[config.mk]
export PLATFORM = sky130hd
export DESIGN_NAME = hsl_to_rgb_converter
export DESIGN_NICKNAME = d
export VERILOG_FILES = /design/src/hw/rtl/hsl2rgb_pkg.sv /design/src/hw/rtl/hsl_to_rgb_converter.sv
export SDC_FILE = /design/constraint.sdc
export NUM_CORES = 1
export LEC_CHECK = 0
export BUFFER_PORTS_ARGS = -buffer_cell sky130_fd_sc_hd__buf_2
export CORE_MARGIN = 5
export CORE_UTILIZATION = 50
export CTS_CLUSTER_DIAMETER = 120
export DETAILED_ROUTE_END_ITERATION = 16
export HOLD_SLACK_MARGIN = 0.02
export PLACE_DENSITY = 0.68
export SLEW_MARGIN = 25
export SYNTH_ARGS = -nofsm -noshare
export SYNTH_HDL_FRONTEND = slang
export SYNTH_SLANG_ARGS = --single-unit
export TNS_END_PERCENT = 100
[constraint.sdc]
create_clock -name clk -period 4.8 [get_ports clk]
set_input_delay 0.96 -clock clk [delete_from_list [all_inputs] [get_ports clk]]
set_output_delay 0.96 -clock clk [all_outputs]
set_load 0.01 [all_outputs]
[src/hw/rtl/hsl2rgb_pkg.sv]
// Shared constants for the HSL to RGB color converter.
package hsl2rgb_pkg;

  localparam int unsigned CHAN_W = 8;
  localparam int unsigned HX6_W  = 11;

  localparam logic [CHAN_W-1:0] CHAN_MAX   = 8'd255;
  localparam logic [9:0]        CHROMA_TOP = 10'd512;
  localparam logic [8:0]        FRAC_TOP   = 9'd256;

  // Sextant codes: which sixth of the color circle the hue lies in.
  localparam logic [2:0] SEXT_RED_YEL  = 3'd0;
  localparam logic [2:0] SEXT_YEL_GRN  = 3'd1;
  localparam logic [2:0] SEXT_GRN_CYN  = 3'd2;
  localparam logic [2:0] SEXT_CYN_BLU  = 3'd3;
  localparam logic [2:0] SEXT_BLU_MAG  = 3'd4;

endpackage

[src/hw/rtl/hsl_to_rgb_converter.sv]
// Top level of the pipelined 8-bit HSL to RGB color converter.
//
// The converter takes one 8-bit hue, saturation and lightness request and
// returns 8-bit red, green and blue. A request is taken at every rising clock
// edge where start is high; busy is always low, so one pixel enters per clock
// and one pixel leaves per clock. The pipeline has four register stages: a
// result appears on the out_ ports once its request has passed all four,
// flagged by out_valid for exactly one cycle. The receiver cannot stall, and
// none is needed: the pipeline never backs up. The stages follow the two
// chained 9-by-8-bit multiplies (chroma, then the secondary component), each
// with its own stage, framed by one stage for the chroma factor and one for
// the channel sums.
module hsl_to_rgb_converter (
  input  logic       clk,
  input  logic       rst_n,
  input  logic       start,
  output logic       busy,
  input  logic [7:0] in_hue,
  input  logic [7:0] in_saturation,
  input  logic [7:0] in_lightness,
  output logic       out_valid,
  output logic [7:0] out_red,
  output logic [7:0] out_green,
  output logic [7:0] out_blue
);

  import hsl2rgb_pkg::*;

  // Stage 1: chroma scale factor and hue times six.
  logic              s1_valid_r;
  logic [8:0]        s1_factor_r;
  logic [7:0]        s1_sat_r;
  logic [7:0]        s1_light_r;
  logic [HX6_W-1:0]  s1_hx6_r;

  // Stage 2: chroma.
  logic              s2_valid_r;
  logic [7:0]        s2_chroma_r;
  logic [7:0]        s2_light_r;
  logic [HX6_W-1:0]  s2_hx6_r;

  // Stage 3: secondary component and offset.
  logic              s3_valid_r;
  logic [7:0]        s3_chroma_r;
  logic [7:0]        s3_sec_r;
  logic [7:0]        s3_offs_r;
  logic [2:0]        s3_sext_r;
  logic              s3_black_r;

  // Stage 4: output registers.
  logic              out_valid_r;
  logic [7:0]        red_r;
  logic [7:0]        green_r;
  logic [7:0]        blue_r;

  logic [8:0]        lp1;
  logic [9:0]        lp1_x2;
  logic [9:0]        factor_wide;
  logic [8:0]        factor_nxt;
  logic [HX6_W-1:0]  hx6_nxt;
  logic [16:0]       chroma_prod;
  logic [8:0]        frac;
  logic [8:0]        ramp;
  logic [16:0]       sec_prod;
  logic [7:0]        offs_nxt;
  logic [7:0]        rc;
  logic [7:0]        gc;
  logic [7:0]        bc;
  logic [8:0]        red_sum;
  logic [8:0]        green_sum;
  logic [8:0]        blue_sum;
  logic [7:0]        red_nxt;
  logic [7:0]        green_nxt;
  logic [7:0]        blue_nxt;

  // The pipeline never stalls, so a request is always welcome.
  assign busy = 1'b0;

  // Chroma factor: 2*(L+1) in the dark half, 512 - 2*(L+1) in the light half.
  // Both stay within nine bits for every 8-bit lightness.
  assign lp1         = {1'b0, in_lightness} + 9'd1;
  assign lp1_x2      = {lp1, 1'b0};
  assign factor_wide = in_lightness[7] ? (CHROMA_TOP - lp1_x2) : lp1_x2;
  assign factor_nxt  = factor_wide[8:0];
  assign hx6_nxt     = {1'b0, in_hue, 2'b00} + {2'b00, in_hue, 1'b0};

  always_ff @(posedge clk) begin
    if (!rst_n) begin
      s1_valid_r <= 1'b0;
    end else begin
      s1_valid_r <= start;
    end
    s1_factor_r <= factor_nxt;
    s1_sat_r    <= in_saturation;
    s1_light_r  <= in_lightness;
    s1_hx6_r    <= hx6_nxt;
  end

  // Chroma is the high byte of factor times saturation.
  assign chroma_prod = s1_factor_r * s1_sat_r;

  always_ff @(posedge clk) begin
    if (!rst_n) begin
      s2_valid_r <= 1'b0;
    end else begin
      s2_valid_r <= s1_valid_r;
    end
    s2_chroma_r <= chroma_prod[15:8];
    s2_light_r  <= s1_light_r;
    s2_hx6_r    <= s1_hx6_r;
  end

  // The secondary component ramps up on even sextants and down on odd ones.
  assign frac     = {1'b0, s2_hx6_r[7:0]} + 9'd1;
  assign ramp     = s2_hx6_r[8] ? (FRAC_TOP - frac) : frac;
  assign sec_prod = ramp * s2_chroma_r;
  assign offs_nxt = s2_light_r - {1'b0, s2_chroma_r[7:1]};

  always_ff @(posedge clk) begin
    if (!rst_n) begin
      s3_valid_r <= 1'b0;
    end else begin
      s3_valid_r <= s2_valid_r;
    end
    s3_chroma_r <= s2_chroma_r;
    s3_sec_r    <= sec_prod[15:8];
    s3_offs_r   <= offs_nxt;
    s3_sext_r   <= s2_hx6_r[10:8];
    s3_black_r  <= (s2_light_r == 8'd0);
  end

  // Place chroma, secondary and zero on the channels by sextant. The last
  // sextant, and any code beyond it, uses the magenta-to-red placement.
  always_comb begin
    unique case (s3_sext_r)
      SEXT_RED_YEL: begin
        rc = s3_chroma_r; gc = s3_sec_r;    bc = 8'd0;
      end
      SEXT_YEL_GRN: begin
        rc = s3_sec_r;    gc = s3_chroma_r; bc = 8'd0;
      end
      SEXT_GRN_CYN: begin
        rc = 8'd0;        gc = s3_chroma_r; bc = s3_sec_r;
      end
      SEXT_CYN_BLU: begin
        rc = 8'd0;        gc = s3_sec_r;    bc = s3_chroma_r;
      end
      SEXT_BLU_MAG: begin
        rc = s3_sec_r;    gc = 8'd0;        bc = s3_chroma_r;
      end
      default: begin
        rc = s3_chroma_r; gc = 8'd0;        bc = s3_sec_r;
      end
    endcase
  end

  // Add the offset and clamp at full scale. Zero lightness forces black.
  assign red_sum   = {1'b0, rc} + {1'b0, s3_offs_r};
  assign green_sum = {1'b0, gc} + {1'b0, s3_offs_r};
  assign blue_sum  = {1'b0, bc} + {1'b0, s3_offs_r};

  assign red_nxt   = s3_black_r ? 8'd0 : (red_sum[8]   ? CHAN_MAX : red_sum[7:0]);
  assign green_nxt = s3_black_r ? 8'd0 : (green_sum[8] ? CHAN_MAX : green_sum[7:0]);
  assign blue_nxt  = s3_black_r ? 8'd0 : (blue_sum[8]  ? CHAN_MAX : blue_sum[7:0]);

  always_ff @(posedge clk) begin
    if (!rst_n) begin
      out_valid_r <= 1'b0;
    end else begin
      out_valid_r <= s3_valid_r;
    end
    red_r   <= red_nxt;
    green_r <= green_nxt;
    blue_r  <= blue_nxt;
  end

  assign out_valid = out_valid_r;
  assign out_red   = red_r;
  assign out_green = green_r;
  assign out_blue  = blue_r;

endmodule
# Word-level counts from Yosys, hierarchy flattened
# Cells that the tools add are included.
word_totals:
  reg_bits: 119
  latchBits: 0
  mem_bits_rw: 0
  mem_bits_ro: 0
  out_inout_bits: 26
  n_memories: 0
op_classes:
  add_sub_neg: 9
  multipliers: 2
  div: 0
  order_cmp: 0
  eq_ne: 4
  shift: 0
  muxes: 8
  bitwise: 0
  n_reduce_logical: 8
op_table:
  columns: ["op", "count"]
  rows:
  - ["8-bit one-hot mux with 2 select lines", 3]
  - ["9-bit by 8-bit multiplier with 16-bit output", 2]
  - ["8-bit by 8-bit adder with 9-bit output", 3]
  - ["8-bit 2-to-1 mux", 3]
  - ["9-bit 2-to-1 mux", 2]
  - ["2-bit OR reduction", 6]
  - ["10-bit by 9-bit adder with 11-bit output", 1]
  - ["8-bit by 1-bit adder with 9-bit output, second input constant", 1]
  - ["1-bit by 9-bit subtractor with 9-bit output, first input constant", 1]
  - ["9-bit subtractor, first input constant", 1]
  - ["8-bit by 1-bit adder with 8-bit output, second input constant", 1]
  - ["8-bit logical NOT", 1]
  - ["8-bit by 7-bit subtractor with 8-bit output", 1]
  - ["3-bit by 2-bit equality test with 1-bit output, second input constant", 2]
  - ["3-bit by 1-bit equality test with 1-bit output, second input constant", 1]
  - ["3-bit equality test, second input constant", 1]
  - ["3-bit logical NOT", 1]

# Depth between registers and ports, before layout
# Gate-level depths: netlist (run 1).
depth:
  word_depth: 5
  depth_mapped: 18
  ltp_nobuf: 17

# Worst setup path before layout (run 1)
# OpenSTA, ideal clock, no wires.
synth_timing:
  path_kind: "register -> register"
  from: "reg s2_hx6_r[8]"
  to: "reg s3_sec_r[7]"
  setup_ps: 72
  t_arrival_ps: 4279
  t_required_ps: 4728
  slack_ps: 449
  stages_incl_launch_ff: 17
  synth_period_minus_slack_ps: 4351
  path_cell_list: "dfxtp_1 -> buf_6 -> xor2_1 -> and2_1 -> fa_1 -> fa_1 -> fa_1 -> inv_1 -> fa_1 -> inv_1 -> ha_1 -> a21o_2 -> nand2_1 -> o211a_1 -> a21boi_2 -> o31ai_2 -> xnor2_1"
synth_via:
  elab_chain_cells: 2
synth_lines:
  columns: ["item", "line", "text"]
  rows:
  - ["from (decl)", "hsl_to_rgb_converter.sv:40", "logic [HX6_W-1:0] s2_hx6_r;"]
  - ["from (signal assigned)", "hsl_to_rgb_converter.sv:110", "s2_hx6_r <= s1_hx6_r;"]
  - ["9-bit 2-to-1 mux", "hsl_to_rgb_converter.sv:115", "assign ramp = s2_hx6_r[8] ? (FRAC_TOP - frac) : frac;"]
  - ["9-bit by 8-bit multiplier with 16-bit output", "hsl_to_rgb_converter.sv:116", "assign sec_prod = ramp * s2_chroma_r;"]
  - ["net sec_prod[15]", "hsl_to_rgb_converter.sv:64", "logic [16:0] sec_prod;"]
  - ["to (signal assigned)", "hsl_to_rgb_converter.sv:126", "s3_sec_r <= sec_prod[15:8];"]
  - ["to (decl)", "hsl_to_rgb_converter.sv:45", "logic [7:0] s3_sec_r;"]
# The timed path passes the listed nets, and every way through them passes these cells.
# A chain may end at the register's enable or synchronous reset.

# Worst setup path after layout (run 1)
# Same ends and word-level chain as after synthesis.

==> results of run 1 <==
[area by class of cell]
class                           instances  area share (%)
Clock buffer                           17            4.30
Clock inverter                         15            1.48
Inverter                              131            4.98
Multi-Input combinational cell        666            59.3
Sequential cell                       116            23.5
Tap cell                              225            2.85
Timing Repair Buffer                   64            3.57
[cells in the mapped netlist, types with 2 or more instances]
master | n | share of area [%]
inv_1 | 131 | 5.6
dfxtp_1 | 116 | 27
ha_1 | 105 | 15
and2_1 | 92 | 6.6
nand2_1 | 78 | 3.4
fa_1 | 74 | 17
a21oi_1 | 65 | 3.7
xnor2_1 | 36 | 3.6
nor2_1 | 31 | 1.3
xor2_1 | 28 | 2.8
o21ai_0 | 23 | 1.3
a22o_1 | 18 | 1.8
a21o_1 | 15 | 1.3
clkbuf_1 | 10 | 0.43
nand2b_1 | 9 | 0.64
and2_2 | 8 | 0.69
a31oi_1 | 7 | 0.50
nand3_1 | 7 | 0.40
nor2b_1 | 7 | 0.50
mux2_2 | 6 | 0.77
o21bai_1 | 6 | 0.52
mux2i_1 | 4 | 0.46
nor3_1 | 3 | 0.17
o21a_1 | 3 | 0.26
o31ai_1 | 3 | 0.26
a21boi_0 | 2 | 0.17
a21o_2 | 2 | 0.20
a221oi_2 | 2 | 0.34
buf_2 | 2 | 0.11
o21ai_1 | 2 | 0.11
o31ai_2 | 2 | 0.29
or3_1 | 2 | 0.14
or4_1 | 2 | 0.17
[registers in the layout, indices dropped and copies added, names as in the netlist]
name         cells
s3_chroma_r      8
s3_offs_r        8
s1_valid_r       1
s1_factor_r      8
s1_light_r       8
out_red          8
s2_light_r       8
s1_sat_r         8
out_blue         8
s3_sec_r         8
s2_hx6_r        10
s1_hx6_r        10
out_green        8
out_valid        1
s3_valid_r       1
s2_valid_r       1
s3_sext_r        3
s2_chroma_r      8
s3_black_r       1
[repair_timing]
| action | 4_1_cts | 5_1_grt |
|---|---|---|
| setup endpoints to repair | 0 | 4 |
| resized for setup | 0 | 1 |
| hold buffers | 0 | 0 |
| endpoints found under the hold margin | 0 | 0 |
[worst paths after layout]
path	end	slack, ns
min	s2_hx6_r[4]$_DFF_P_	0.32
max reg2reg	s3_sec_r[7]$_DFF_P_	0.19
max	s3_sec_r[7]$_DFF_P_	0.19
min reg2reg	s2_hx6_r[4]$_DFF_P_	0.32
[worst max-delay path, delay by kind of cell, from the launching register on]
| kind | cells | cell delay (ns) |
|---|---|---|
| adders and majority gates | 5 | 2.35 |
| buffers and inverters | 3 | 0.30 |
| xor gates and xnor gates | 2 | 0.39 |
| AOI/OAI and AO/OA | 4 | 0.81 |
| and+or+nand+nor | 2 | 0.26 |
| DFF | 1 | 0.41 |
[cells by family after synthesis]
logic type / after synthesis / share of synthesized area (%)
xor gates and xnor gates: 65 / 6.73
other: 1 / 0.0429
adders and majority gates: 179 / 32.0
DFF: 116 / 26.6
muxes: 10 / 1.23
AOI/OAI and AO/OA: 164 / 12.2
buffers and inverters: 146 / 6.43
and+or+nand+nor: 247 / 14.8
[metrics by stage]
| stage | hold slack (ns) | setup TNS (ns) | instances | setup WS, ns |
|---|---|---|---|---|
| after floorplan | 0.310 | 0 | 928 | 0.449 |
| after global placement | 0.310 | 0 | 1202 | 0.246 |
| after detailed placement | 0.312 | 0 | 1202 | 0.170 |
| after CTS | 0.324 | 0 | 1234 | 0.165 |
| after global routing | 0.329 | -0.000686 | 1234 | -0.000686 |
| final | 0.322 | 0 | 1234 | 0.191 |
[metal layers]
metal	vias up	routed length [microns]	track usage, %	part of all wire, %
met5	-	0	0	0
met4	0	448	6.72	2.6
met3	39	800	4.70	4.7
met2	111	7930	29.6	47
met1	2983	7830	23.1	46
li1	3170	-	-	-
==> flow_summary.toml, run 1 <==
[floorplanning]
core_sq_um = 17200
die_y_microns = 142
die_area_sq_um = 20200
io_pins = 53
die_w_microns = 142
initial_core_util_pct = 50.7
rows = 48

[placed_design]
dpl-instance-area_sq_um = 9300
numPortBuffers = 51
place_congestion = 0.883
dpl.hpwl_mm = 13.3

[setup_path]
slowest_delay_ns = 0.55
worst_path_most_repeated_cell = "fa_1"
r2r-start = "s2_hx6_r[8]$_DFF_P_"
startpoint_type = "register"
cpMaxStageDelayCell = "fa_1"
worstPathArrival_ns = 4.97
path_class = "reg2reg"
crit_fanout = 8
r2r_cells = 16
path_cells = "buf_4, xor2_4, and2_2, fa_1, fa_1, fa_1, inv_1, fa_1, inv_1, ha_1, a21o_2, nand2_1, o211a_1, a21boi_2, o31ai_2, xnor2_1"
crit_path_start = "s2_hx6_r[8]$_DFF_P_"
setup.worst_path.end_class = "register"
critPathRequiredTime_ns = 5.16

[drt]
firstDrtPassIters = 4
num_vias = 6303
via_per_inst = 5.11
drt_iter0_drc = 390
post_drt_wl_per_cell_microns = 13.8
antenna_left = 0
wl_mm = 17.0
drc = 0

[sta]
finalHoldViolations = 0
relSlewSlack_pct = 48.3
final-max-slew-violation-count = 0
fmax_mhz = 217
finalCritPeriodShare_pct = 96.0
min_period_ns = 4.61
finalSetupViolCount = 0
worst-slew-pin-transition_ns = 0.774
clock_skew_ns = 0.00815

[clock_tree]
cts.clk_slew.worst_paths_ns = 0.06
cts_tree = "built"
cts_made_buffers = 17
clock-sinks = 116
cts_setup_buffers = 0
cts_max_path_buffers = 2
clock_latency_ns = 0.43
root_buffer = "clkbuf_16"
htreeDepth = 4

[final_layout]
seqCellArea_sq_um = 2320
n_fill_cell = 1514
final_core_util_pct = 57.3
multiInputGateArea_sq_um = 5860
layout_commonest_cell = "inv_1"
final_net_count = 1202
syn_to_final_growth_pct = 13.1
post_route_cells_drive_above_1_share_pct = 12.2
num_antenna_cells = 0
final_cell_mix = "131 x inv_1, 116 x dfxtp_1, 105 x ha_1, 92 x and2_1, 78 x nand2_1"
stdcell_area_sq_um = 9880

[synthesis]
yosys_most_used_dff = "dfxtp_1"
async_flop_share_pct = 0
synth_edf_count = 0
ys_ff_latch = 116
yosysSeqAreaShare_pct = 26.6
syn_inst = 928
syn-cell-area_sq_um = 8740
ys_warn_count = 0
synth_fp_nets = 1134
synth_area_per_cell_sq_um = 9.42
synth_cell_types = 60

[worst_hold_path]
min_path_cells = 0
hp-class = "reg2reg"
holdCritStartpoint = "s1_hx6_r[4]$_DFF_P_"

[grt]
antenna_found_initial = 0
grtUsageTotal_pct = 18.1
grt_max_degree = 34
grt_pass1_vias = 6372
grt_overflow = 0
grt_pass1_wl_mm = 29.6

[status]
status = "finished, final reports clean"

[run]
drv_cap = 0
Power of run 1 is not shown: default switching activity piles up to over one toggle a cycle in this logic, so the estimate is an artifact.
==> run 2, diff against run 1 <==
Settings changed: BUFFER_PORTS_ARGS -buffer_cell sky130_fd_sc_hd__buf_2 to -buffer_cell sky130_fd_sc_hd__buf_4.
==> flow_summary.toml, run 2 (synthesis gave the netlist of run 1 again) <==
[clock_tree]
clock-sinks = 116
root_buffer = "clkbuf_16"
cts_max_path_buffers = 2
cts_tree = "built"
cts_made_buffers = 17
clock_latency_ns = 0.42
cts.clk_slew.worst_paths_ns = 0.06
htreeDepth = 4

[setup_path]
path_cells = "buf_4, xor2_1, buf_4, and2_1, fa_1, fa_1, inv_1, fa_1, inv_1, fa_1, ha_1, and4b_1, nand4_2, o211a_1, a21boi_2, o31ai_2, xnor2_1"
cpMaxStageDelayCell = "fa_1"
worst_path_most_repeated_cell = "fa_1"
setup.worst_path.end_class = "register"
worstPathArrival_ns = 4.92
path_class = "reg2reg"
startpoint_type = "register"
critPathRequiredTime_ns = 5.10
crit_fanout = 6
slowest_delay_ns = 0.55

[drt]
antenna_left = 0
post_drt_wl_per_cell_microns = 13.9
drt_iter0_drc = 334
wl_mm = 17.2
firstDrtPassIters = 4
num_vias = 6317
drc = 0
via_per_inst = 5.11

[grt]
grt_pass1_wl_mm = 29.8
grt_max_degree = 34
antenna_found_initial = 0
grt_pass1_vias = 6419
grt_overflow = 0
grtUsageTotal_pct = 18.2

[final_layout]
top_regs = "s1_hx6_r: 10 flops, s2_hx6_r: 10 flops"
final_cell_mix = "131 x inv_1, 115 x dfxtp_1, 105 x ha_1, 92 x and2_1, 78 x nand2_1"
final_net_count = 1205
layout_commonest_cell = "inv_1"
post_route_cells_drive_above_1_share_pct = 12.8
num_antenna_cells = 0
n_fill_cell = 1503
syn_to_final_growth_pct = 15.0

[floorplanning]
core_sq_um = 17200
initial_core_util_pct = 50.7
rows = 48
io_pins = 53
die_y_microns = 142
die_w_microns = 142
die_area_sq_um = 20200

[run]
drv_cap = 0

[sta]
finalHoldViolations = 0
tns_ns = 0
finalSetupViolCount = 0
rsz0062_at_grt = "no"
relSlewSlack_pct = 49.7
finalCritPeriodShare_pct = 96.2
clock_skew_ns = 0.0114
worst-slew-pin-transition_ns = 0.753
min_period_ns = 4.62
fmax_mhz = 216
final-max-slew-violation-count = 0

[status]
status = "finished, final reports clean"

[worst_hold_path]
hp-class = "reg2reg"

[placed_design]
numPortBuffers = 51
dpl.hpwl_mm = 13.5
place_congestion = 0.879
-- run 2: metrics by stage --
step | utilization, % | setup WS (ns) | hold slack, ns | cells | cell area [sq um]
finish | 58.3 | 0.180 | 0.318 | 1237 | 10100
global route | 58.3 | 0.0269 | 0.326 | 1237 | 10100
CTS | 58.0 | 0.134 | 0.321 | 1234 | 10000
detailed placement | 54.7 | 0.188 | 0.312 | 1202 | 9430
global placement | 54.7 | 0.265 | 0.310 | 1202 | 9430
floorplan | - | 0.449 | 0.310 | 928 | 8740
-- run 2: final timing paths --
kind	slack, ns	endpoint	cells past startpoint	startpoint
setup / recovery	0.18	s3_sec_r[7]$_DFF_P_	17	s2_hx6_r[8]$_DFF_P_
hold / removal	0.32	s2_hx6_r[5]$_DFF_P_	0	s1_hx6_r[5]$_DFF_P_
setup reg to reg	0.18	s3_sec_r[7]$_DFF_P_	17	s2_hx6_r[8]$_DFF_P_
hold reg to reg	0.32	s2_hx6_r[5]$_DFF_P_	0	s1_hx6_r[5]$_DFF_P_
-- run 2: cell type report --
type | count | area, sq um | area share (%)
clock buffer | 17 | 425 | 4.23
clock inverter | 15 | 146 | 1.46
inverter | 131 | 492 | 4.89
multi-input combinational | 666 | 5880 | 58.5
sequential | 116 | 2320 | 23.1
tap | 225 | 282 | 2.80
timing repair buffer | 67 | 503 | 5.00
-- run 2: critical path, delay by kind of cell, from the launching register on --
kind            cells  cell delay [ns]
fa+ha+maj           5             2.25
compound gates      3             0.63
simple gates        3             0.52
buf+inv             4             0.44
flops               1             0.35
xor+xnor            2             0.30
-- run 2: what timing repair did --
| action | in CTS | in global routing |
|---|---|---|
| endpoints found under the hold margin | 0 | 0 |
| resized for setup | 0 | 5 |
| setup endpoints to repair | 0 | 4 |
| hold buffers | 0 | 0 |
| buffers inserted | 0 | 3 |
-- run 2: routing by layer --
metal | up-vias | share of wire, % | GRT usage (%)
li1 | 3180 | - | -
met1 | 2995 | 45 | 23.1
met2 | 115 | 49 | 31.0
met3 | 27 | 4.2 | 4.17
met4 | 0 | 1.8 | 5.56
met5 | - | 0 | 0
Power of run 2 is left out for the same reason.
==> run 3, diff against run 2 <==
Settings changed: CELL_PAD_IN_SITES_DETAIL_PLACEMENT from default to 1, CELL_PAD_IN_SITES_GLOBAL_PLACEMENT from default to 2, CORE_UTILIZATION 50 to 40, PLACE_DENSITY 0.68 to default, PLACE_DENSITY_LB_ADDON from default to 0.1.
==> flow_summary.toml, run 3 (synthesis gave the netlist of run 1 again) <==
[status]
status = "finished, final reports clean"

[sta]
clock_skew_ns = 0.00827
tns_ns = 0
finalHoldViolations = 0
rsz0062_at_grt = "no"
relSlewSlack_pct = 43.7
finalSetupViolCount = 0
worst-slew-pin-transition_ns = 0.843
final-max-slew-violation-count = 0
fmax_mhz = 220
min_period_ns = 4.54
finalCritPeriodShare_pct = 94.5

[clock_tree]
clock_latency_ns = 0.42
cts_setup_buffers = 0
cts-hold-fix-buffers = 0
cts_max_path_buffers = 2
htreeDepth = 4
cts.clk_slew.worst_paths_ns = 0.05
cts_tree = "built"
root_buffer = "clkbuf_16"
clock-sinks = 116
cts_made_buffers = 17

[floorplanning]
io_pins = 53
core_sq_um = 21700
die_area_sq_um = 24900
die_w_microns = 158
initial_core_util_pct = 40.3
rows = 54
die_y_microns = 158

[setup_path]
cpMaxStageDelayCell = "fa_1"
path_cells = "buf_4, xor2_4, and2_2, fa_1, fa_1, fa_1, inv_1, fa_1, inv_1, ha_1, a21o_2, nand2_1, o211a_1, a21boi_2, o31ai_2, xnor2_1"
setup.worst_path.end_class = "register"
critPathRequiredTime_ns = 5.14
cp.depth = 16
worstPathArrival_ns = 4.87
path_class = "reg2reg"
r2r_cells = 16
path_buf_inv = 3
startpoint_type = "register"
worst_path_most_repeated_cell = "fa_1"
crit_fanout = 8
cp_top_family = "adder cells"
slowest_delay_ns = 0.54

[placed_design]
numPortBuffers = 51
place_congestion = 0.788
dpl-instance-area_sq_um = 9510
dpl.hpwl_mm = 16.4
place_inst = 1258

[drt]
num_vias = 6329
wl_mm = 20.3
firstDrtPassIters = 4
drc = 0
drt_iter0_drc = 159
post_drt_wl_per_cell_microns = 15.8
antenna_left = 0
via_per_inst = 4.91

[grt]
grt_overflow = 0
antenna_found_initial = 0
grtUsageTotal_pct = 17.6
grt_pass1_wl_mm = 34.6
grt_pass1_vias = 6969
grt_max_degree = 25

[final_layout]
syn_to_final_growth_pct = 15.6
top_regs = "s1_hx6_r: 10 flops, s2_hx6_r: 10 flops"
final_cell_mix = "131 x inv_1, 115 x dfxtp_1, 105 x ha_1, 92 x and2_1, 78 x nand2_1"
num_antenna_cells = 0
layout.cells.non_filler = 1289
post_route_cells_drive_above_1_share_pct = 12.2
layout_commonest_cell = "inv_1"
final_net_count = 1203
stdcell_area_sq_um = 10100
n_fill_cell = 2518

[worst_hold_path]
min_path_cells = 0
hp-class = "reg2reg"

[run]
drv_cap = 0
-- run 3: changes by cell type in the layout (fill, tap and decap cells not counted), sizes merged --
cell,delta
clkbuf,+1
bufinv,+2
clkinv,-3
inv,-4
buf,-2
clkinvlp,+3
-- run 3: final timing paths --
kind                              start               endpoint  slack [ns]
setup / recovery    s2_hx6_r[8]$_DFF_P_    s3_sec_r[7]$_DFF_P_        0.26
hold / removal    s1_light_r[4]$_DFF_P_  s2_light_r[4]$_DFF_P_        0.32
setup reg to reg    s2_hx6_r[8]$_DFF_P_    s3_sec_r[7]$_DFF_P_        0.26
hold reg to reg   s1_light_r[4]$_DFF_P_  s2_light_r[4]$_DFF_P_        0.32
-- run 3: what timing repair did --
item / 4_1_cts / 5_1_grt
endpoints found under the hold margin: 0 / 0
endpoints found under the setup margin: 0 / 1
gates resized for setup: 0 / 1
-- run 3: per-stage QoR --
stage | utilization [%] | worst slack [ns] | hold slack (ns)
2_1_floorplan | - | 0.449 | 0.310
3_3_place_gp | 43.8 | 0.292 | 0.310
3_5_place_dp | 43.8 | 0.225 | 0.313
4_1_cts | 46.6 | 0.214 | 0.326
5_1_grt | 46.6 | 0.0636 | 0.324
6_report | 46.6 | 0.262 | 0.323
-- run 3: area by class of cell --
cell class,instances,area (sq um),share of cell area (%)
Multi-Input combinational cell,666,5850,57.9
Sequential cell,116,2320,23.0
Clock buffer,18,439,4.35
Tap cell,280,350,3.47
Timing Repair Buffer,65,488,4.83
Clock inverter,13,159,1.57
Inverter,131,492,4.87
-- run 3: metal layers --
metal / track usage (%) / vias up / routed length (microns)
li1: - / 3158 / -
met1: 22.5 / 3087 / 9400
met5: 0 / - / 0
met3: 3.58 / 19 / 566
met4: 4.42 / 0 / 254
met2: 30.4 / 65 / 10100
-- run 3: worst reg2reg max path, cell delays in order, from the launching register on --
cell,delay [ns]
dfxtp_2,0.33
buf_4,0.16
xor2_4,0.21
and2_2,0.23
fa_1,0.50
fa_1,0.52
fa_1,0.54
inv_1,0.05
fa_1,0.52
inv_1,0.04
ha_1,0.35
a21o_2,0.24
nand2_1,0.06
o211a_1,0.21
a21boi_2,0.10
o31ai_2,0.24
xnor2_1,0.15
Power of run 3 is left out for the same reason.
